`src/sv/mmpc_pkg.sv`:
```
// package for the markov matrix power block: sizes, types, controller states
// used by the controller, datapath and top level
package mmpc_pkg;

  localparam int unsigned MaxStates = 8;
  localparam int unsigned FracBits  = 16;
  localparam int unsigned IdxW      = $clog2(MaxStates);
  localparam int unsigned CellW     = 2 * IdxW;
  localparam int unsigned Cells     = MaxStates * MaxStates;
  localparam int unsigned ValW      = FracBits + 1;
  localparam int unsigned AccW      = ValW + IdxW + 1;
  localparam int unsigned DistW     = ValW + CellW + 1;
  localparam int unsigned EpsW      = 21;
  localparam int unsigned MaxPowW   = 7;
  localparam int unsigned SizeW     = 4;
  localparam int unsigned PowW      = 8;
  localparam logic [ValW-1:0] One   = ValW'(1) << FracBits;

  localparam logic [1:0] RegSize    = 2'd0;
  localparam logic [1:0] RegEpsilon = 2'd1;
  localparam logic [1:0] RegMaxPow  = 2'd2;

  typedef enum logic [2:0] {
    StIdle,
    StCopy,
    StMul,
    StCheck,
    StBack,
    StEmit
  } state_e;

  typedef struct packed {
    logic copy_base;
    logic mul_step;
    logic check;
    logic copy_back;
    logic emit_step;
    logic start;
  } cmd_t;

  typedef struct packed {
    logic sweep_done;
    logic mul_done;
    logic emit_done;
    logic conv;
    logic limit;
  } stat_t;

endpackage

```
`src/sv/mmpc_ctrl.sv`:
```
// controller state machine for the matrix power iteration
// depends on mmpc_pkg
module mmpc_ctrl (
  input  logic               clk_i,
  input  logic               rst_ni,
  input  logic               go_i,
  input  mmpc_pkg::stat_t    stat_i,
  output mmpc_pkg::cmd_t     cmd_o,
  output logic               busy_o
);

  mmpc_pkg::state_e state_q, state_d;

  always_ff @(posedge clk_i or negedge rst_ni) begin
    if (!rst_ni) begin
      state_q <= mmpc_pkg::StIdle;
    end else begin
      state_q <= state_d;
    end
  end

  always_comb begin
    state_d = state_q;
    case (state_q)
      mmpc_pkg::StIdle:  if (go_i) state_d = mmpc_pkg::StCopy;
      mmpc_pkg::StCopy:  if (stat_i.sweep_done) state_d = mmpc_pkg::StMul;
      mmpc_pkg::StMul:   if (stat_i.mul_done) state_d = mmpc_pkg::StCheck;
      mmpc_pkg::StCheck: begin
        if (stat_i.conv || stat_i.limit) state_d = mmpc_pkg::StEmit;
        else state_d = mmpc_pkg::StBack;
      end
      mmpc_pkg::StBack:  if (stat_i.sweep_done) state_d = mmpc_pkg::StMul;
      mmpc_pkg::StEmit:  if (stat_i.emit_done) state_d = mmpc_pkg::StIdle;
      default:           state_d = mmpc_pkg::StIdle;
    endcase
  end

  always_comb begin
    cmd_o  = '0;
    busy_o = 1'b1;
    case (state_q)
      mmpc_pkg::StIdle:  begin
        busy_o      = 1'b0;
        cmd_o.start = go_i;
      end
      mmpc_pkg::StCopy:  cmd_o.copy_base = 1'b1;
      mmpc_pkg::StMul:   cmd_o.mul_step  = 1'b1;
      mmpc_pkg::StCheck: cmd_o.check     = 1'b1;
      mmpc_pkg::StBack:  cmd_o.copy_back = 1'b1;
      mmpc_pkg::StEmit:  cmd_o.emit_step = 1'b1;
      default:           cmd_o = '0;
    endcase
  end

endmodule

```
`src/sv/mmpc_dp.sv`:
```
// datapath: base, previous and current matrices, one mac, l1 distance, output stage
// depends on mmpc_pkg
module mmpc_dp (
  input  logic                          clk_i,
  input  logic                          rst_ni,
  input  mmpc_pkg::cmd_t                cmd_i,
  output mmpc_pkg::stat_t               stat_o,
  input  logic                          wr_i,
  input  logic [mmpc_pkg::IdxW-1:0]     wr_row_i,
  input  logic [mmpc_pkg::IdxW-1:0]     wr_col_i,
  input  logic [mmpc_pkg::ValW-1:0]     wr_val_i,
  input  logic [mmpc_pkg::SizeW-1:0]    size_i,
  input  logic [mmpc_pkg::EpsW-1:0]     eps_i,
  input  logic [mmpc_pkg::MaxPowW-1:0]  max_pow_i,
  output logic                          out_valid_o,
  input  logic                          out_ready_i,
  output logic [mmpc_pkg::IdxW-1:0]     out_row_o,
  output logic [mmpc_pkg::IdxW-1:0]     out_col_o,
  output logic [mmpc_pkg::ValW-1:0]     out_value_o,
  output logic                          out_conv_o,
  output logic [mmpc_pkg::PowW-1:0]     out_pow_o,
  output logic                          out_last_o
);

  localparam int unsigned IW = mmpc_pkg::IdxW;
  localparam int unsigned VW = mmpc_pkg::ValW;

  logic [VW-1:0] base_mem [mmpc_pkg::Cells];
  logic [VW-1:0] prev_mem [mmpc_pkg::Cells];
  logic [VW-1:0] cur_mem  [mmpc_pkg::Cells];

  logic [IW:0] n_q;
  logic [IW-1:0] i_q, j_q, k_q;
  logic [IW-1:0] i_d, j_d, k_d;
  logic [IW-1:0] ti_q, tj_q;
  logic tlk_q, tend_q, pv_q, fin_q;
  logic [mmpc_pkg::AccW-1:0] acc_q;
  logic [mmpc_pkg::DistW-1:0] dist_q;
  logic [mmpc_pkg::PowW-1:0] pow_q;
  logic conv_q;
  logic [VW-1:0] base_rd_q, a_rd_q, p_rd_q, c_rd_q;
  logic out_valid_q, out_conv_q, out_last_q;
  logic [IW-1:0] out_row_q, out_col_q;
  logic [VW-1:0] out_value_q;
  logic [mmpc_pkg::PowW-1:0] out_pow_q;

  logic [IW-1:0] nm1, rd_row;
  logic last_i, last_j, last_k;
  logic copy, active, load_out, take, issue, seq_end, done;
  logic [2*VW-1:0] prod;
  logic [mmpc_pkg::AccW-1:0] acc_new;
  logic [VW-1:0] sat;
  logic [VW-1:0] diff;

  assign nm1    = IW'(n_q - 1'b1);
  assign last_i = (i_q == nm1);
  assign last_j = (j_q == nm1);
  assign last_k = (k_q == nm1);

  // issue stage reads the stores, second stage uses the registered data
  assign copy     = cmd_i.copy_base || cmd_i.copy_back;
  assign active   = copy || cmd_i.mul_step || cmd_i.emit_step;
  assign load_out = cmd_i.emit_step && pv_q && (!out_valid_q || out_ready_i);
  assign take     = (copy || cmd_i.mul_step) ? pv_q : load_out;
  assign issue    = active && !fin_q && (!pv_q || take);
  assign seq_end  = last_i && last_j && (!cmd_i.mul_step || last_k);
  assign done     = take && tend_q;
  assign rd_row   = cmd_i.mul_step ? k_q : i_q;

  assign prod    = a_rd_q * base_rd_q;
  assign acc_new = acc_q + mmpc_pkg::AccW'(prod >> mmpc_pkg::FracBits);
  assign sat     = (acc_new > mmpc_pkg::AccW'(mmpc_pkg::One)) ? mmpc_pkg::One : VW'(acc_new);
  assign diff    = (sat >= p_rd_q) ? (sat - p_rd_q) : (p_rd_q - sat);

  always_ff @(posedge clk_i) begin
    if (wr_i) base_mem[{wr_row_i, wr_col_i}] <= wr_val_i;
    if (cmd_i.copy_base && take) prev_mem[{ti_q, tj_q}] <= base_rd_q;
    if (cmd_i.copy_back && take) prev_mem[{ti_q, tj_q}] <= c_rd_q;
    if (cmd_i.mul_step && take && tlk_q) cur_mem[{ti_q, tj_q}] <= sat;
    if (issue) begin
      base_rd_q <= base_mem[{rd_row, j_q}];
      a_rd_q    <= prev_mem[{i_q, k_q}];
      p_rd_q    <= prev_mem[{i_q, j_q}];
      c_rd_q    <= cur_mem[{i_q, j_q}];
    end
  end

  always_comb begin
    i_d = i_q;
    j_d = j_q;
    k_d = k_q;
    if (cmd_i.start) begin
      i_d = '0;
      j_d = '0;
      k_d = '0;
    end else if (issue) begin
      if (cmd_i.mul_step && !last_k) begin
        k_d = k_q + 1'b1;
      end else begin
        k_d = '0;
        if (last_j) begin
          j_d = '0;
          i_d = last_i ? '0 : i_q + 1'b1;
        end else begin
          j_d = j_q + 1'b1;
        end
      end
    end
  end

  always_ff @(posedge clk_i or negedge rst_ni) begin
    if (!rst_ni) begin
      n_q         <= (IW+1)'(mmpc_pkg::MaxStates);
      i_q         <= '0;
      j_q         <= '0;
      k_q         <= '0;
      ti_q        <= '0;
      tj_q        <= '0;
      tlk_q       <= 1'b0;
      tend_q      <= 1'b0;
      pv_q        <= 1'b0;
      fin_q       <= 1'b0;
      acc_q       <= '0;
      dist_q      <= '0;
      pow_q       <= mmpc_pkg::PowW'(1);
      conv_q      <= 1'b0;
      out_valid_q <= 1'b0;
      out_row_q   <= '0;
      out_col_q   <= '0;
      out_value_q <= '0;
      out_conv_q  <= 1'b0;
      out_pow_q   <= '0;
      out_last_q  <= 1'b0;
    end else begin
      i_q   <= i_d;
      j_q   <= j_d;
      k_q   <= k_d;
      pv_q  <= issue || (pv_q && !take);
      fin_q <= (fin_q && !done) || (issue && seq_end);
      if (cmd_i.start) begin
        if (size_i == '0) n_q <= (IW+1)'(1);
        else if (size_i > mmpc_pkg::SizeW'(mmpc_pkg::MaxStates))
          n_q <= (IW+1)'(mmpc_pkg::MaxStates);
        else n_q <= (IW+1)'(size_i);
      end
      if (issue) begin
        ti_q   <= i_q;
        tj_q   <= j_q;
        tlk_q  <= !cmd_i.mul_step || last_k;
        tend_q <= seq_end;
      end
      if (cmd_i.start) pow_q <= mmpc_pkg::PowW'(1);
      else if (copy && done) pow_q <= pow_q + 1'b1;
      if (cmd_i.start) acc_q <= '0;
      else if (cmd_i.mul_step && take) acc_q <= tlk_q ? '0 : acc_new;
      if (copy && done) dist_q <= '0;
      else if (cmd_i.mul_step && take && tlk_q) dist_q <= dist_q + mmpc_pkg::DistW'(diff);
      if (cmd_i.check) conv_q <= stat_o.conv;
      out_valid_q <= load_out || (out_valid_q && !out_ready_i);
      if (load_out) begin
        out_row_q   <= ti_q;
        out_col_q   <= tj_q;
        out_value_q <= c_rd_q;
        out_conv_q  <= conv_q;
        out_pow_q   <= pow_q;
        out_last_q  <= tend_q;
      end
    end
  end

  assign out_valid_o = out_valid_q;
  assign out_row_o   = out_row_q;
  assign out_col_o   = out_col_q;
  assign out_value_o = out_value_q;
  assign out_conv_o  = out_conv_q;
  assign out_pow_o   = out_pow_q;
  assign out_last_o  = out_last_q;

  assign stat_o.sweep_done = copy && done;
  assign stat_o.mul_done   = cmd_i.mul_step && done;
  assign stat_o.emit_done  = cmd_i.emit_step && done;
  assign stat_o.conv       = (dist_q < mmpc_pkg::DistW'(eps_i));
  assign stat_o.limit      = (pow_q > mmpc_pkg::PowW'(max_pow_i));

endmodule

```
`src/sv/markov_matrix_power_convergence.sv`:
```
// top level of the markov matrix power block: config registers, ctrl and datapath
// depends on mmpc_pkg, mmpc_ctrl, mmpc_dp
//
// usage: matrix entries arrive on the s_axis channel, one request per cycle,
// tdata = {prob, col, row}, tlast = go. the request with tlast set is stored
// and starts the iteration; s_axis_tready stays low while the block works.
// every store is read through a register: the base matrix is copied first,
// each power is computed in the single multiply-accumulate unit followed by
// a check state, and each further power first copies the power back. in the
// emit sweep results pass the read register into the output register, one per
// cycle; a stall on m_axis_tready holds the register and the read stage and
// pauses the sweep.
// results leave on m_axis as n*n requests, row by row, tlast on the final one.
// s_axis_tready rises once the final result is in the output register, even
// while it still waits for m_axis_tready.
// config writes use cfg_valid_i/cfg_ready_o with cfg_addr_i/cfg_data_i and are
// taken any time; they should only be sent while idle.
// reset returns size 8, epsilon 655, max power 100 and an empty output; the
// matrix stores are undefined until loaded.
module markov_matrix_power_convergence (
  input  logic        clk_i,
  input  logic        rst_ni,
  input  logic        s_axis_tvalid,
  output logic        s_axis_tready,
  input  logic [23:0] s_axis_tdata,  // row, col, prob
  input  logic        s_axis_tlast,
  output logic        m_axis_tvalid,
  input  logic        m_axis_tready,
  output logic [31:0] m_axis_tdata,  // out_row, out_col, value, power_reached
  output logic        m_axis_tuser,  // converged
  output logic        m_axis_tlast,
  input  logic        cfg_valid_i,
  output logic        cfg_ready_o,
  input  logic [1:0]  cfg_addr_i,
  input  logic [20:0] cfg_data_i
);

  logic [mmpc_pkg::SizeW-1:0]   size_q;
  logic [mmpc_pkg::EpsW-1:0]    eps_q;
  logic [mmpc_pkg::MaxPowW-1:0] max_pow_q;
  mmpc_pkg::cmd_t  cmd;
  mmpc_pkg::stat_t stat;
  logic busy, acc_in, go;
  logic [16:0] prob, pval;
  logic [mmpc_pkg::IdxW-1:0] res_row, res_col;
  logic [mmpc_pkg::ValW-1:0] res_value;
  logic [mmpc_pkg::PowW-1:0] res_pow;

  assign cfg_ready_o = 1'b1;

  always_ff @(posedge clk_i or negedge rst_ni) begin
    if (!rst_ni) begin
      size_q    <= mmpc_pkg::SizeW'(8);
      eps_q     <= mmpc_pkg::EpsW'(655);
      max_pow_q <= mmpc_pkg::MaxPowW'(100);
    end else if (cfg_valid_i) begin
      case (cfg_addr_i)
        mmpc_pkg::RegSize:    size_q    <= cfg_data_i[3:0];
        mmpc_pkg::RegEpsilon: eps_q     <= cfg_data_i;
        mmpc_pkg::RegMaxPow:  max_pow_q <= cfg_data_i[6:0];
        default:              size_q    <= size_q;
      endcase
    end
  end

  assign s_axis_tready = !busy;
  assign acc_in = s_axis_tvalid && s_axis_tready;
  assign go     = acc_in && s_axis_tlast;
  assign prob   = s_axis_tdata[22:6];
  assign pval   = (prob > mmpc_pkg::One) ? mmpc_pkg::One : prob;

  assign m_axis_tdata = {1'b0, res_pow, res_value, res_col, res_row};

  mmpc_ctrl u_ctrl (
    .clk_i  (clk_i),
    .rst_ni (rst_ni),
    .go_i   (go),
    .stat_i (stat),
    .cmd_o  (cmd),
    .busy_o (busy)
  );

  mmpc_dp u_dp (
    .clk_i       (clk_i),
    .rst_ni      (rst_ni),
    .cmd_i       (cmd),
    .stat_o      (stat),
    .wr_i        (acc_in),
    .wr_row_i    (s_axis_tdata[2:0]),
    .wr_col_i    (s_axis_tdata[5:3]),
    .wr_val_i    (pval),
    .size_i      (size_q),
    .eps_i       (eps_q),
    .max_pow_i   (max_pow_q),
    .out_valid_o (m_axis_tvalid),
    .out_ready_i (m_axis_tready),
    .out_row_o   (res_row),
    .out_col_o   (res_col),
    .out_value_o (res_value),
    .out_conv_o  (m_axis_tuser),
    .out_pow_o   (res_pow),
    .out_last_o  (m_axis_tlast)
  );

  a_no_accept_busy: assert property (@(posedge clk_i) disable iff (!rst_ni)
    cmd.mul_step |-> !s_axis_tready)
    else $error("input accepted during iteration");

  a_pow_range: assert property (@(posedge clk_i) disable iff (!rst_ni)
    m_axis_tvalid |-> (m_axis_tdata[30:23] >= 8'd2))
    else $error("emitted power below two");

  a_go_starts: assert property (@(posedge clk_i) disable iff (!rst_ni)
    go |=> busy)
    else $error("go did not start the iteration");

endmodule

```
`config.mk`:
```
export PLATFORM = sky130hd
export DESIGN_NAME = markov_matrix_power_convergence
export DESIGN_NICKNAME = d
export VERILOG_FILES = /design/src/sv/mmpc_pkg.sv /design/src/sv/mmpc_ctrl.sv /design/src/sv/mmpc_dp.sv /design/src/sv/markov_matrix_power_convergence.sv
export SDC_FILE = /design/constraint.sdc
export NUM_CORES = 2
export LEC_CHECK = 0
export BUFFER_PORTS_ARGS = -buffer_cell sky130_fd_sc_hd__buf_4
export CAP_MARGIN = 20
export CELL_PAD_IN_SITES_DETAIL_PLACEMENT = 1
export CELL_PAD_IN_SITES_GLOBAL_PLACEMENT = 1
export CORE_ASPECT_RATIO = 1.2
export CORE_UTILIZATION = 39
export CTS_BUF_LIST = sky130_fd_sc_hd__clkbuf_4
export CTS_CLUSTER_DIAMETER = 30
export DETAILED_ROUTE_END_ITERATION = 12
export PLACE_DENSITY = 0.59
export SLEW_MARGIN = 10
export SYNTH_ARGS = -nofsm -noshare
export SYNTH_HDL_FRONTEND = slang
export SYNTH_HIERARCHICAL = 1
export SYNTH_SLANG_ARGS = --single-unit
```
`constraint.sdc`:
```
create_clock -name clk_i -period 40.2 [get_ports clk_i]
set_input_delay 4.02 -clock clk_i [delete_from_list [all_inputs] [get_ports clk_i]]
set_output_delay 4.02 -clock clk_i [all_outputs]
set_load 0.01 [all_outputs]
```
==> qor.txt <==
Status = complete, no violations
Critical path fanouts, max = 65
Slew Viols, Final = 0
Syn_area_per_cell = 20.3 um^2
Number of fillers in the final layout = 37.1k
CP Data Arrival Time = 17.70 ns
Initial antenna violation count = 33
TritonCTS Buffers = 898
Sequential-to-total area share from yosys stat = 67.1%
I/O pin count = 90
Hold_buf cts = 0
Slowest cell on the critical path = edfxtp_1
Die X = 577 um
Die Y = 692 um
Final period util = 40.2%
Layout cells sized above 1 = 38.7%
Antenna Nets Post-Route = 0
Tightest Hold Check Type = flop to flop
Count of cells resized by post-cts repair = 0
WP buf/inv = 7
Critical Path Sink Type = flop
TNS Setup = 0 ns
Pre-CTS setup slack = 23.99 ns
Post-synthesis async set-or-reset flop share = 4.17%
CTS tree = done
CP max stage delay = 0.85 ns
Crit-path leading delay family = compound AO/OA/AOI/OAI gates
#FFs+latches synth = 3477
Row cnt = 252
Routed vias/inst = 5.68
Initial Utilization = 39.3%
Critical Path Start Type = flop
Max Cap Viol = 0
Min cycle time layout = 16.17 ns
Gpl congestion = 0.810
Reg2reg setup slack = 24.03 ns
Worst-path clk slew = 0.07 ns
Setup CP Type = flop to flop
# Post-CTS Setup Buffers = 0
Final hold violations = 0
Primary FF master, synth = edfxtp_1
Drt initial violations = 7123
Num Clock Sinks = 3477
WL final = 446000 um
CTS root buf = clkbuf_4
YS warnings = 6
Crit-path most repeated cell = fa_1
EDFF count, synth = 3332
Clock Tree Buf Depth = 4
Hold depth = 1
Post-DP HPWL = 268000 um
Overall Global Routing Usage = 22.4%
Critical Path RT = 41.73 ns
First-pass GRT wire length = 638000 um
Die ar. = 0.399 mm^2
Layout Nets = 8986
Post-synth top area share = 64.7%
WHS = 0.507 ns
Grt total ovfl = 0
Final setup viols = 0
Fin worst setup slack = 24.03 ns
Clk_skew = 0.226 ns
Relative slew slack = 22.1%
Via count = 81.8k
Worst-margin pin slew = 1.17 ns
Core area = 0.393 mm^2
Clk Latency, worst-skew pair = 1.77 ns
I/O Buffers = 86
Syn Inst Count = 7606
Post-synthesis cell type count = 89
H-tree levels = 6
Synth top area cells = edfxtp_1, mux4_2, fa_1
Crit. path cell count = 51
Synth-to-Final Area Change = 13.2%
DRC = 0
Post-Syn Area = 0.155 mm^2
Max frequency = 0.0619 GHz
Vias in the first global route = 89.6k
Routed WL per cell = 31.0 um
Synth area leader = edfxtp_1
R2r worst-path depth = 51
Synthesized net count = 8094
RSZ-0062 raised after global routing = no
DR pass1 iterations = 5
Largest net degree at the start of global routing = 95
## cells in the final DEF (no fill, tap or decap), types with 11 or more instances in the layout
cell type  synthesis  final
and2_1           159    150
clkinv_2           0     63
nor2b_1           42     21
inv_1            346    345
mux2_2            70     70
nand2_1          290    290
mux2i_1           16     13
dfstp_2           11     11
xor2_1            26     26
nor2_2             1    140
a211oi_1          29     29
fa_1             226    226
o21a_1            12     12
mux4_2          1411   1411
a31oi_1           26     26
nor2b_4            0     22
dfrtp_1          134    125
a21oi_1           93     93
clkinv_1           0    206
and3_1            13     13
a22o_1            16     16
edfxtp_1        3332   3332
a21o_1            35     35
nor3_1            22     20
o21ai_0           52     52
nand2b_1          22     22
inv_2              0     11
nand4_1           19     19
nor2_1           279    130
ha_1             209    209
diode_2            0     24
xnor2_1           50     50
nand3b_1          16     16
nand3_1           39     39
or3_1             19     18
bufinv_16          0     26
buf_4              4    422
mux2_4            20     20
clkbuf_4           0   1256
## per-stage QoR
stage / cell area (um^2) / utilization [%] / cells
floorplan: 155000 / - / 7606
global placement: 163000 / 41.5 / 12801
detailed placement: 163000 / 41.5 / 12804
CTS: 175000 / 44.5 / 14391
global route: 175000 / 44.5 / 14401
finish: 175000 / 44.5 / 14416
## state kept, by name, indices dropped and copies added, names as in the netlist, 21 cells and up
| register | flops |
|---|---|
| eps_q | 21 |
| u_dp/acc_q | 21 |
| u_dp/base_mem | 1088 |
| u_dp/cur_mem | 1088 |
| u_dp/dist_q | 24 |
| u_dp/prev_mem | 1088 |
## metal layers
metal	vias up	GRT usage (%)	wire (um)
li1	33550	-	-
met1	44569	28.8	177000
met2	2954	38.0	226000
met3	735	4.26	28900
met4	22	7.55	14300
met5	-	0	145
## synth_stat cells (19+ instances only)
library cell,instances
a211oi_1,29
a21o_1,35
a21oi_1,93
a31oi_1,26
and2_1,159
buf_1,109
buf_2,19
clkbuf_1,301
dfrtp_1,134
edfxtp_1,3332
fa_1,226
ha_1,209
inv_1,346
mux2_2,70
mux2_4,20
mux4_2,1411
nand2_1,290
nand2b_1,22
nand3_1,39
nand4_1,19
nor2_1,279
nor2b_1,42
nor3_1,22
o21ai_0,52
or3_1,19
xnor2_1,50
xor2_1,26
## final cells by class
class	instances	area, um^2	area share [%]
timing repair buffer	428	3260	1.87
inverter	346	1300	0.744
tap	5207	6520	3.72
sequential	3477	104000	59.3
clock inverter	331	2160	1.24
clock buffer	1256	9430	5.39
antenna	24	60.1	0.0343
multi-input combinational	3347	48500	27.7
## logic make-up after synthesis
family | Yosys count | synth area share (%)
AOI/OAI and AO/OA | 339 | 1.46
xor gates and xnor gates | 76 | 0.431
adders and majority gates | 435 | 4.62
buffers and inverters | 782 | 1.94
DFF | 3477 | 67.1
muxes | 1517 | 21.4
other | 2 | 0.00486
and+or+nand+nor | 978 | 3.10
## final timing paths
| kind | startpoint | to |
|---|---|---|
| setup / recovery | u_dp/base_rd_q[11] | u_dp/dist_q[20] |
| hold / removal | size_q[3] | u_dp/n_q[1] |
| setup reg to reg | u_dp/base_rd_q[11] | u_dp/dist_q[20] |
| hold reg to reg | size_q[3] | u_dp/n_q[1] |
| max in group asynchronous | rst_ni | u_dp/acc_q[5] |
| min in group asynchronous | rst_ni | eps_q[8] |
Power is left out: the tool's default activity adds up to more than one toggle a clock period on the data nets, which glitch-free logic cannot reach.
